<file path="src/fk_pkg.sv">
package fk_pkg;

   // Build-time settings of the datapath.
   localparam int ANGLE_BITS     = 16;
   localparam int TRIG_FRAC_BITS = 14;

   localparam int NUM_JOINTS   = 6;
   localparam int JNT_W        = $clog2(NUM_JOINTS);
   localparam int CORDIC_ITERS = 30;
   localparam int ITER_W       = $clog2(CORDIC_ITERS);
   localparam int REG_W        = 18;
   localparam int CSR_IDX_W    = 3;

   // CORDIC works in Q3.30 with angles in 2^-32 turn units.
   localparam int XY_W = 34;
   localparam int Z_W  = 34;
   localparam longint CORDIC_GAIN = 652032874;

   // Rotation and trig words hold the closed range of plus or minus one.
   localparam int TRIG_W = TRIG_FRAC_BITS + 2;
   localparam int ROT_W  = TRIG_FRAC_BITS + 2;
   localparam int PROD_W = 2 * TRIG_FRAC_BITS + 4;
   localparam int POS_W  = TRIG_FRAC_BITS + 23;

   localparam longint TRIG_ONE       = longint'(1) << TRIG_FRAC_BITS;
   localparam int     TRIG_RND_SH    = 30 - TRIG_FRAC_BITS;
   localparam longint TRIG_RND_HALF  = (TRIG_RND_SH == 0) ? 0 :
                                       (longint'(1) << (TRIG_RND_SH - 1));
   localparam longint FRAC_HALF      = longint'(1) << (TRIG_FRAC_BITS - 1);

   // Output scaling of the rotation to Q1.14.
   localparam int     ROT_SH_R  = (TRIG_FRAC_BITS >= 14) ? TRIG_FRAC_BITS - 14 : 0;
   localparam int     ROT_SH_L  = (TRIG_FRAC_BITS < 14) ? 14 - TRIG_FRAC_BITS : 0;
   localparam longint ROT_HALF  = (ROT_SH_R == 0) ? 0 : (longint'(1) << (ROT_SH_R - 1));
   localparam int     ROT_OUT_W = ROT_W + 6;
   localparam longint ROT_Q14_ONE = 16384;
   localparam longint POS_MAX = 524287;
   localparam longint POS_MIN = -524288;

   // Register indexes of the configuration port.
   localparam logic [CSR_IDX_W-1:0] CSR_D1 = 3'd0;
   localparam logic [CSR_IDX_W-1:0] CSR_A2 = 3'd1;
   localparam logic [CSR_IDX_W-1:0] CSR_A3 = 3'd2;
   localparam logic [CSR_IDX_W-1:0] CSR_D4 = 3'd3;
   localparam logic [CSR_IDX_W-1:0] CSR_D5 = 3'd4;
   localparam logic [CSR_IDX_W-1:0] CSR_D6 = 3'd5;

   localparam logic signed [REG_W-1:0] RST_D1 = 18'sd5843;
   localparam logic signed [REG_W-1:0] RST_A2 = -18'sd27853;
   localparam logic signed [REG_W-1:0] RST_A3 = -18'sd25703;
   localparam logic signed [REG_W-1:0] RST_D4 = 18'sd7153;
   localparam logic signed [REG_W-1:0] RST_D5 = 18'sd6203;
   localparam logic signed [REG_W-1:0] RST_D6 = 18'sd5394;

   typedef enum logic [1:0] {
      TWIST_ZERO = 2'd0,
      TWIST_POS  = 2'd1,
      TWIST_NEG  = 2'd2
   } twist_type;

   typedef logic signed [ANGLE_BITS-1:0] angle_type;
   typedef logic signed [XY_W-1:0]       xy_type;
   typedef logic signed [Z_W-1:0]        ang_type;
   typedef logic signed [TRIG_W-1:0]     trig_type;
   typedef logic signed [ROT_W-1:0]      rot_type;
   typedef logic signed [PROD_W-1:0]     prod_type;
   typedef logic signed [POS_W-1:0]      pos_type;
   typedef logic signed [REG_W-1:0]      len_type;

   typedef struct packed {
      angle_type joint1_angle;
      angle_type joint2_angle;
      angle_type joint3_angle;
      angle_type joint4_angle;
      angle_type joint5_angle;
      angle_type joint6_angle;
   } fk_req_type;

   typedef struct packed {
      logic signed [15:0] rot_row0_col0;
      logic signed [15:0] rot_row0_col1;
      logic signed [15:0] rot_row0_col2;
      logic signed [15:0] rot_row1_col0;
      logic signed [15:0] rot_row1_col1;
      logic signed [15:0] rot_row1_col2;
      logic signed [15:0] rot_row2_col0;
      logic signed [15:0] rot_row2_col1;
      logic signed [15:0] rot_row2_col2;
      logic signed [19:0] pos_x;
      logic signed [19:0] pos_y;
      logic signed [19:0] pos_z;
   } fk_rsp_type;

   // One CORDIC lane: vector, residual angle and the half-turn fold flag.
   typedef struct packed {
      xy_type  x;
      xy_type  y;
      ang_type z;
      logic    flip;
   } fk_lane_type;

   typedef fk_lane_type [NUM_JOINTS-1:0] fk_lanes_type;

   // What travels down the row of link cells.
   typedef struct packed {
      trig_type [NUM_JOINTS-1:0] ct;
      trig_type [NUM_JOINTS-1:0] st;
      rot_type  [8:0]            rot;
      pos_type  [2:0]            pos;
   } fk_carry_type;

   // Arctangent of 2^-i in 2^-32 turn units.
   function automatic ang_type atan_turn(input logic [ITER_W-1:0] i);
      ang_type r;
      case (i)
         5'd0:  r = 34'sd536870912;
         5'd1:  r = 34'sd316933406;
         5'd2:  r = 34'sd167458907;
         5'd3:  r = 34'sd85004756;
         5'd4:  r = 34'sd42667331;
         5'd5:  r = 34'sd21354465;
         5'd6:  r = 34'sd10679838;
         5'd7:  r = 34'sd5340245;
         5'd8:  r = 34'sd2670163;
         5'd9:  r = 34'sd1335087;
         5'd10: r = 34'sd667544;
         5'd11: r = 34'sd333772;
         5'd12: r = 34'sd166886;
         5'd13: r = 34'sd83443;
         5'd14: r = 34'sd41722;
         5'd15: r = 34'sd20861;
         5'd16: r = 34'sd10430;
         5'd17: r = 34'sd5215;
         5'd18: r = 34'sd2608;
         5'd19: r = 34'sd1304;
         5'd20: r = 34'sd652;
         5'd21: r = 34'sd326;
         5'd22: r = 34'sd163;
         5'd23: r = 34'sd81;
         5'd24: r = 34'sd41;
         5'd25: r = 34'sd20;
         5'd26: r = 34'sd10;
         5'd27: r = 34'sd5;
         5'd28: r = 34'sd3;
         5'd29: r = 34'sd1;
         default: r = '0;
      endcase
      return r;
   endfunction

   // Twist of each link: 90, 0, 0, 90, -90 and 0 degrees.
   function automatic twist_type link_twist(input logic [JNT_W-1:0] j);
      twist_type t;
      case (j)
         3'd0:    t = TWIST_POS;
         3'd3:    t = TWIST_POS;
         3'd4:    t = TWIST_NEG;
         default: t = TWIST_ZERO;
      endcase
      return t;
   endfunction

   // Rotation entry to Q1.14, rounded half up and saturated.
   function automatic logic signed [15:0] rot_to_q14(input rot_type r);
      logic signed [ROT_OUT_W-1:0] v;
      logic signed [15:0]          q;
      v = ROT_OUT_W'(r) + ROT_OUT_W'(ROT_HALF);
      v = v >>> ROT_SH_R;
      v = v <<< ROT_SH_L;
      if (v > ROT_Q14_ONE) begin
         q = 16'sd16384;
      end else if (v < -ROT_Q14_ONE) begin
         q = -16'sd16384;
      end else begin
         q = v[15:0];
      end
      return q;
   endfunction

   // Position to 2^-16 m, rounded half up and saturated.
   function automatic logic signed [19:0] pos_to_out(input pos_type p);
      logic signed [POS_W:0] v;
      logic signed [19:0]    q;
      v = (POS_W + 1)'(p) + (POS_W + 1)'(FRAC_HALF);
      v = v >>> TRIG_FRAC_BITS;
      if (v > POS_MAX) begin
         q = 20'sd524287;
      end else if (v < POS_MIN) begin
         q = -20'sd524288;
      end else begin
         q = v[19:0];
      end
      return q;
   endfunction

endpackage

</file>
<file path="src/fk_cordic_cell.sv">
module fk_cordic_cell (
   input  logic                        clock,
   input  logic                        reset,
   input  logic [fk_pkg::ITER_W-1:0]   iter,
   input  logic                        up_valid,
   output logic                        up_ready,
   input  fk_pkg::fk_lanes_type        up_lanes,
   output logic                        dn_valid,
   input  logic                        dn_ready,
   output fk_pkg::fk_lanes_type        dn_lanes
);
   import fk_pkg::*;

   logic         valid_ff;
   fk_lanes_type lanes_ff;
   fk_lanes_type lanes_in;
   logic         adv;
   ang_type      atan;

   // The cell moves on whenever it is empty or its item is taken.
   assign adv      = !valid_ff || dn_ready;
   assign up_ready = adv;
   assign atan     = atan_turn(iter);

   // One micro-rotation per lane, steered by the sign of the residual angle.
   always_comb begin
      xy_type xs [NUM_JOINTS];
      xy_type ys [NUM_JOINTS];
      for (int j = 0; j < NUM_JOINTS; j++) begin
         xs[j] = up_lanes[j].x >>> iter;
         ys[j] = up_lanes[j].y >>> iter;
         lanes_in[j].flip = up_lanes[j].flip;
         if (!up_lanes[j].z[Z_W-1]) begin
            lanes_in[j].x = up_lanes[j].x - ys[j];
            lanes_in[j].y = up_lanes[j].y + xs[j];
            lanes_in[j].z = up_lanes[j].z - atan;
         end else begin
            lanes_in[j].x = up_lanes[j].x + ys[j];
            lanes_in[j].y = up_lanes[j].y - xs[j];
            lanes_in[j].z = up_lanes[j].z + atan;
         end
      end
   end

   always_ff @(posedge clock) begin
      if (reset) begin
         valid_ff <= 1'b0;
      end else if (adv) begin
         valid_ff <= up_valid;
      end
   end

   always_ff @(posedge clock) begin
      if (adv) begin
         lanes_ff <= lanes_in;
      end
   end

   assign dn_valid = valid_ff;
   assign dn_lanes = lanes_ff;

endmodule

</file>
<file path="config.mk">
export PLATFORM = sky130hd
export DESIGN_NAME = fk_cordic_cell
export DESIGN_NICKNAME = d
export VERILOG_FILES = /design/src/fk_pkg.sv /design/src/fk_cordic_cell.sv
export SDC_FILE = /design/constraint.sdc
export NUM_CORES = 2
export LEC_CHECK = 0
export ABC_AREA = 1
export BUFFER_PORTS_ARGS = -buffer_cell sky130_fd_sc_hd__buf_2
export CORE_AREA = 2 2 485 487
export CTS_CLUSTER_SIZE = 40
export DETAILED_ROUTE_END_ITERATION = 12
export DIE_AREA = 0 0 487 489
export HOLD_SLACK_MARGIN = 0.03
export PLACE_DENSITY_LB_ADDON = 0.25
export SYNTH_ARGS = -nofsm -noshare
export SYNTH_HDL_FRONTEND = slang
export SYNTH_SLANG_ARGS = --single-unit
</file>
<file path="constraint.sdc">
create_clock -name clock -period 35.6 [get_ports clock]
set_clock_uncertainty 0.2 [all_clocks]
set_input_delay 3.56 -clock clock [delete_from_list [all_inputs] [get_ports clock]]
set_output_delay 3.56 -clock clock [all_outputs]
set_load 0.05 [all_outputs]
</file>
==> impl_metrics.toml <==
[route]
vias_per_cell = 5.61
ant_nets = 0
num_vias = 102000
drc = 0
first_pass_iters = 9
avgRoutedWirePerCell_um = 23.5
wl_mm = 427
drt-initial-drc-count = 12100

[synth]
muxShareOfSynthArea_pct = 0
syn_nets = 15300
avgSynthCellArea_um2 = 6.19
synth_top_family_by_area = "simple AND/OR/NAND/NOR gates"
synth_seq_cells = 619
ys.flop_type = "edfxtp_1"
synth.cell_area_um2 = 87300
yosys.area_share.adder_pct = 9.22
synth_edf_count = 618
synth_xor_area_share_pct = 8.63
netlist_instances = 14100
yosys.cell_types.count = 64
yosysWarnings = 0
synth_compound_area_share_pct = 12.5
yosysSeqAreaShare_pct = 21.3
synthSimpleGateAreaFrac_pct = 39.6
async_flop_share_pct = 0

[outcome]
outcome = "finished, final reports clean"

[setup_path]
worstSetupEndpointType = "register"
r2r_start = "dn_valid"
r2r_end = "dn_lanes[551]"
crit_slowest_cell = "buf_4"
worst-setup-path-type = "input port to register"
cp.arrival_ps = 11120
required_ps = 35860
cp_top_family = "buffers and inverters"
path_max_fanout = 197
crit_path_start_kind = "input port"
slowest_delay_ps = 790
ff2ff_setup_slack_ps = 30530
reg2reg_depth = 6
path_buf_inv = 8
critPathMostFrequentCell = "nand2_1"

[global_route]
grt_use_total_pct = 34.1
top_usage_layer = "met2"
antenna_found_initial = 108
grt.overflow.total = 0
gr-usage-met3_pct = 5.87
grt_pass1_wl_mm = 610
grt_use_met1_pct = 44.7
grt_pass1_vias = 92300
grt_max_degree = 211
grt_use_met2_pct = 52.4

[sta]
slew-limit-headroom_pct = 5.12
drv_slew = 0
worst_pin_slew_ps = 1420
period_needed_ps = 10860
finalCritPeriodShare_pct = 30.5
fin_tns_setup_ps = 0
timing.fmax_mhz = 92.1
fin_ws_ps = 24740
hold_violations = 0
setup-violations-final = 0
rsz0062_at_grt = "false"

[clock_tree]
hold_buffers = 0
cts_tree = "done"
cts_root_buf = "clkbuf_16"
cts-htree-levels = 3
clk_latency_ps = 740
post-cts-setup-buffers = 0
clkSinkCount = 619
cts_made_buffers = 79
cts_resized = 0
cts_buffer_depth = 3
clk_pin_slew_worst_paths_ps = 60

[placement]
place_hpwl_mm = 352
numPortBuffers = 1246
dpl_cell_area_um2 = 95400
gp_congestion = 1.05
preCtsSetupSlack_ps = 24400

[finish]
stdcell_area_um2 = 98100
drive_above_1_share_pct = 10.7
fin_nets = 16200
areaGrowthSynthToFinish_pct = 12.5
post-route-util_pct = 42.0

[floorplanning]
core_um2 = 234000
die_area_um2 = 238000
rows = 178
ios = 1247
die_h_um = 489
start_util_pct = 37.4
die_x_um = 487

[hold_path]
worstHoldStart = "dn_valid"
holdPathStages = 1
hp-class = "register to register"
whs_endpoint = "dn_lanes[360]"

[pwr]
leakagePower_nw = 49.4
max-vdd-ir-drop_uv = 61.0
power.density_nw_per_um2 = 55.6

[job]
cap_violations = 0
## placed cells by master (no fill, tap or decap), drive strengths merged, types with 55 or more instances in the layout
cell    instances
a21oi         791
clkbuf         93
xor2          569
ha            614
a31oi         152
edfxtp        618
nor2         1091
nand3        2230
xnor2         291
inv          1322
buf          1311
nand2        4617
diode          86
o21a           82
o21ai         679
a21o           55
nand4         117
## cell type report
class                           instances  area (um^2)
Clock buffer                           93         2050
Antenna cell                           86          215
Timing Repair Buffer                 1311         6820
Sequential cell                       619        18600
Tap cell                             3060         3830
Inverter                             1322         5020
Multi-Input combinational cell      11600        61100
Fill cell                           25600       135000
Clock inverter                         45          524
## cell families (layout without fill, tap and decap cells)
| kind of cell | count (synthesis) | in the layout |
|---|---|---|
| xor gates and xnor gates | 860 | 860 |
| other | 0 | 86 |
| DFF | 619 | 619 |
| buffers and inverters | 1829 | 2771 |
| and+or+nand+nor | 8192 | 8192 |
| AOI/OAI and AO/OA | 1955 | 1955 |
| adders and majority gates | 632 | 632 |
## how the worst max path moves through the flow
stage / startpoint / end / slack (ps) / cells after the start
6_report: iter[0] / dn_lanes[299] / 24740 / 28
4_1_cts: iter[1] / dn_lanes[128] / 25230 / 29
5_1_grt: iter[0] / dn_lanes[299] / 24330 / 30
3_3_place_gp: iter[1] / dn_lanes[25] / 24520 / 29
3_5_place_dp: iter[1] / dn_lanes[25] / 24400 / 29
2_1_floorplan: dn_ready / up_ready / 14950 / 2
## report_power, final
part	switching [mW]	total [mW]	internal (mW)
clock	0.367	0.822	0.454
combinational	2.50	3.32	0.814
sequential	0.149	1.32	1.17
## registers in the layout, indices dropped and copies added (netlist names)
| register | cells |
|---|---|
| dn_lanes | 618 |
| dn_valid | 1 |
## worst register-to-register path: stages (launching register included)
cell and delay (ps):
dfxtp_1 330, nand2_4 310, buf_4 490, buf_4 650, buf_4 900, buf_12 570
buf_4 1180
## through the flow
stage          std cells  total power [mW]  hold slack, ps
2_1_floorplan      14100              3.62            3430
3_3_place_gp       18000              4.60             658
3_5_place_dp       18000              4.58             663
4_1_cts            18100              5.43             679
5_1_grt            18100              5.73             724
6_report           18200              5.46             678
## cell usage after synthesis, types with 28 or more instances
cell type | count | area [um^2]
buf_1 | 89 | 334
a21o_1 | 55 | 413
buf_6 | 44 | 495
xnor2_1 | 291 | 2550
nor2_2 | 34 | 213
o21ai_0 | 607 | 3040
nand2_2 | 35 | 219
a21oi_1 | 785 | 3930
xor2_1 | 569 | 4980
nor3_1 | 49 | 245
o21a_1 | 82 | 616
ha_1 | 614 | 7680
a21boi_0 | 49 | 368
a31oi_1 | 151 | 945
clkbuf_1 | 119 | 447
o21ai_1 | 68 | 340
nand3_1 | 2213 | 11100
nand4_1 | 116 | 726
inv_1 | 1287 | 4830
nand2_1 | 4582 | 17200
o211ai_1 | 33 | 248
nor2_1 | 1046 | 3930
o2111ai_1 | 28 | 245
buf_2 | 227 | 1140
edfxtp_1 | 618 | 18600
## metal layers
| metal | routed length, um | share of wire, % |
|---|---|---|
| met1 | 177000 | 41 |
| met2 | 184000 | 43 |
| met3 | 38000 | 8.9 |
| met4 | 27800 | 6.5 |
| met5 | 214 | 0.050 |
(Power assumes the default switching activity.)
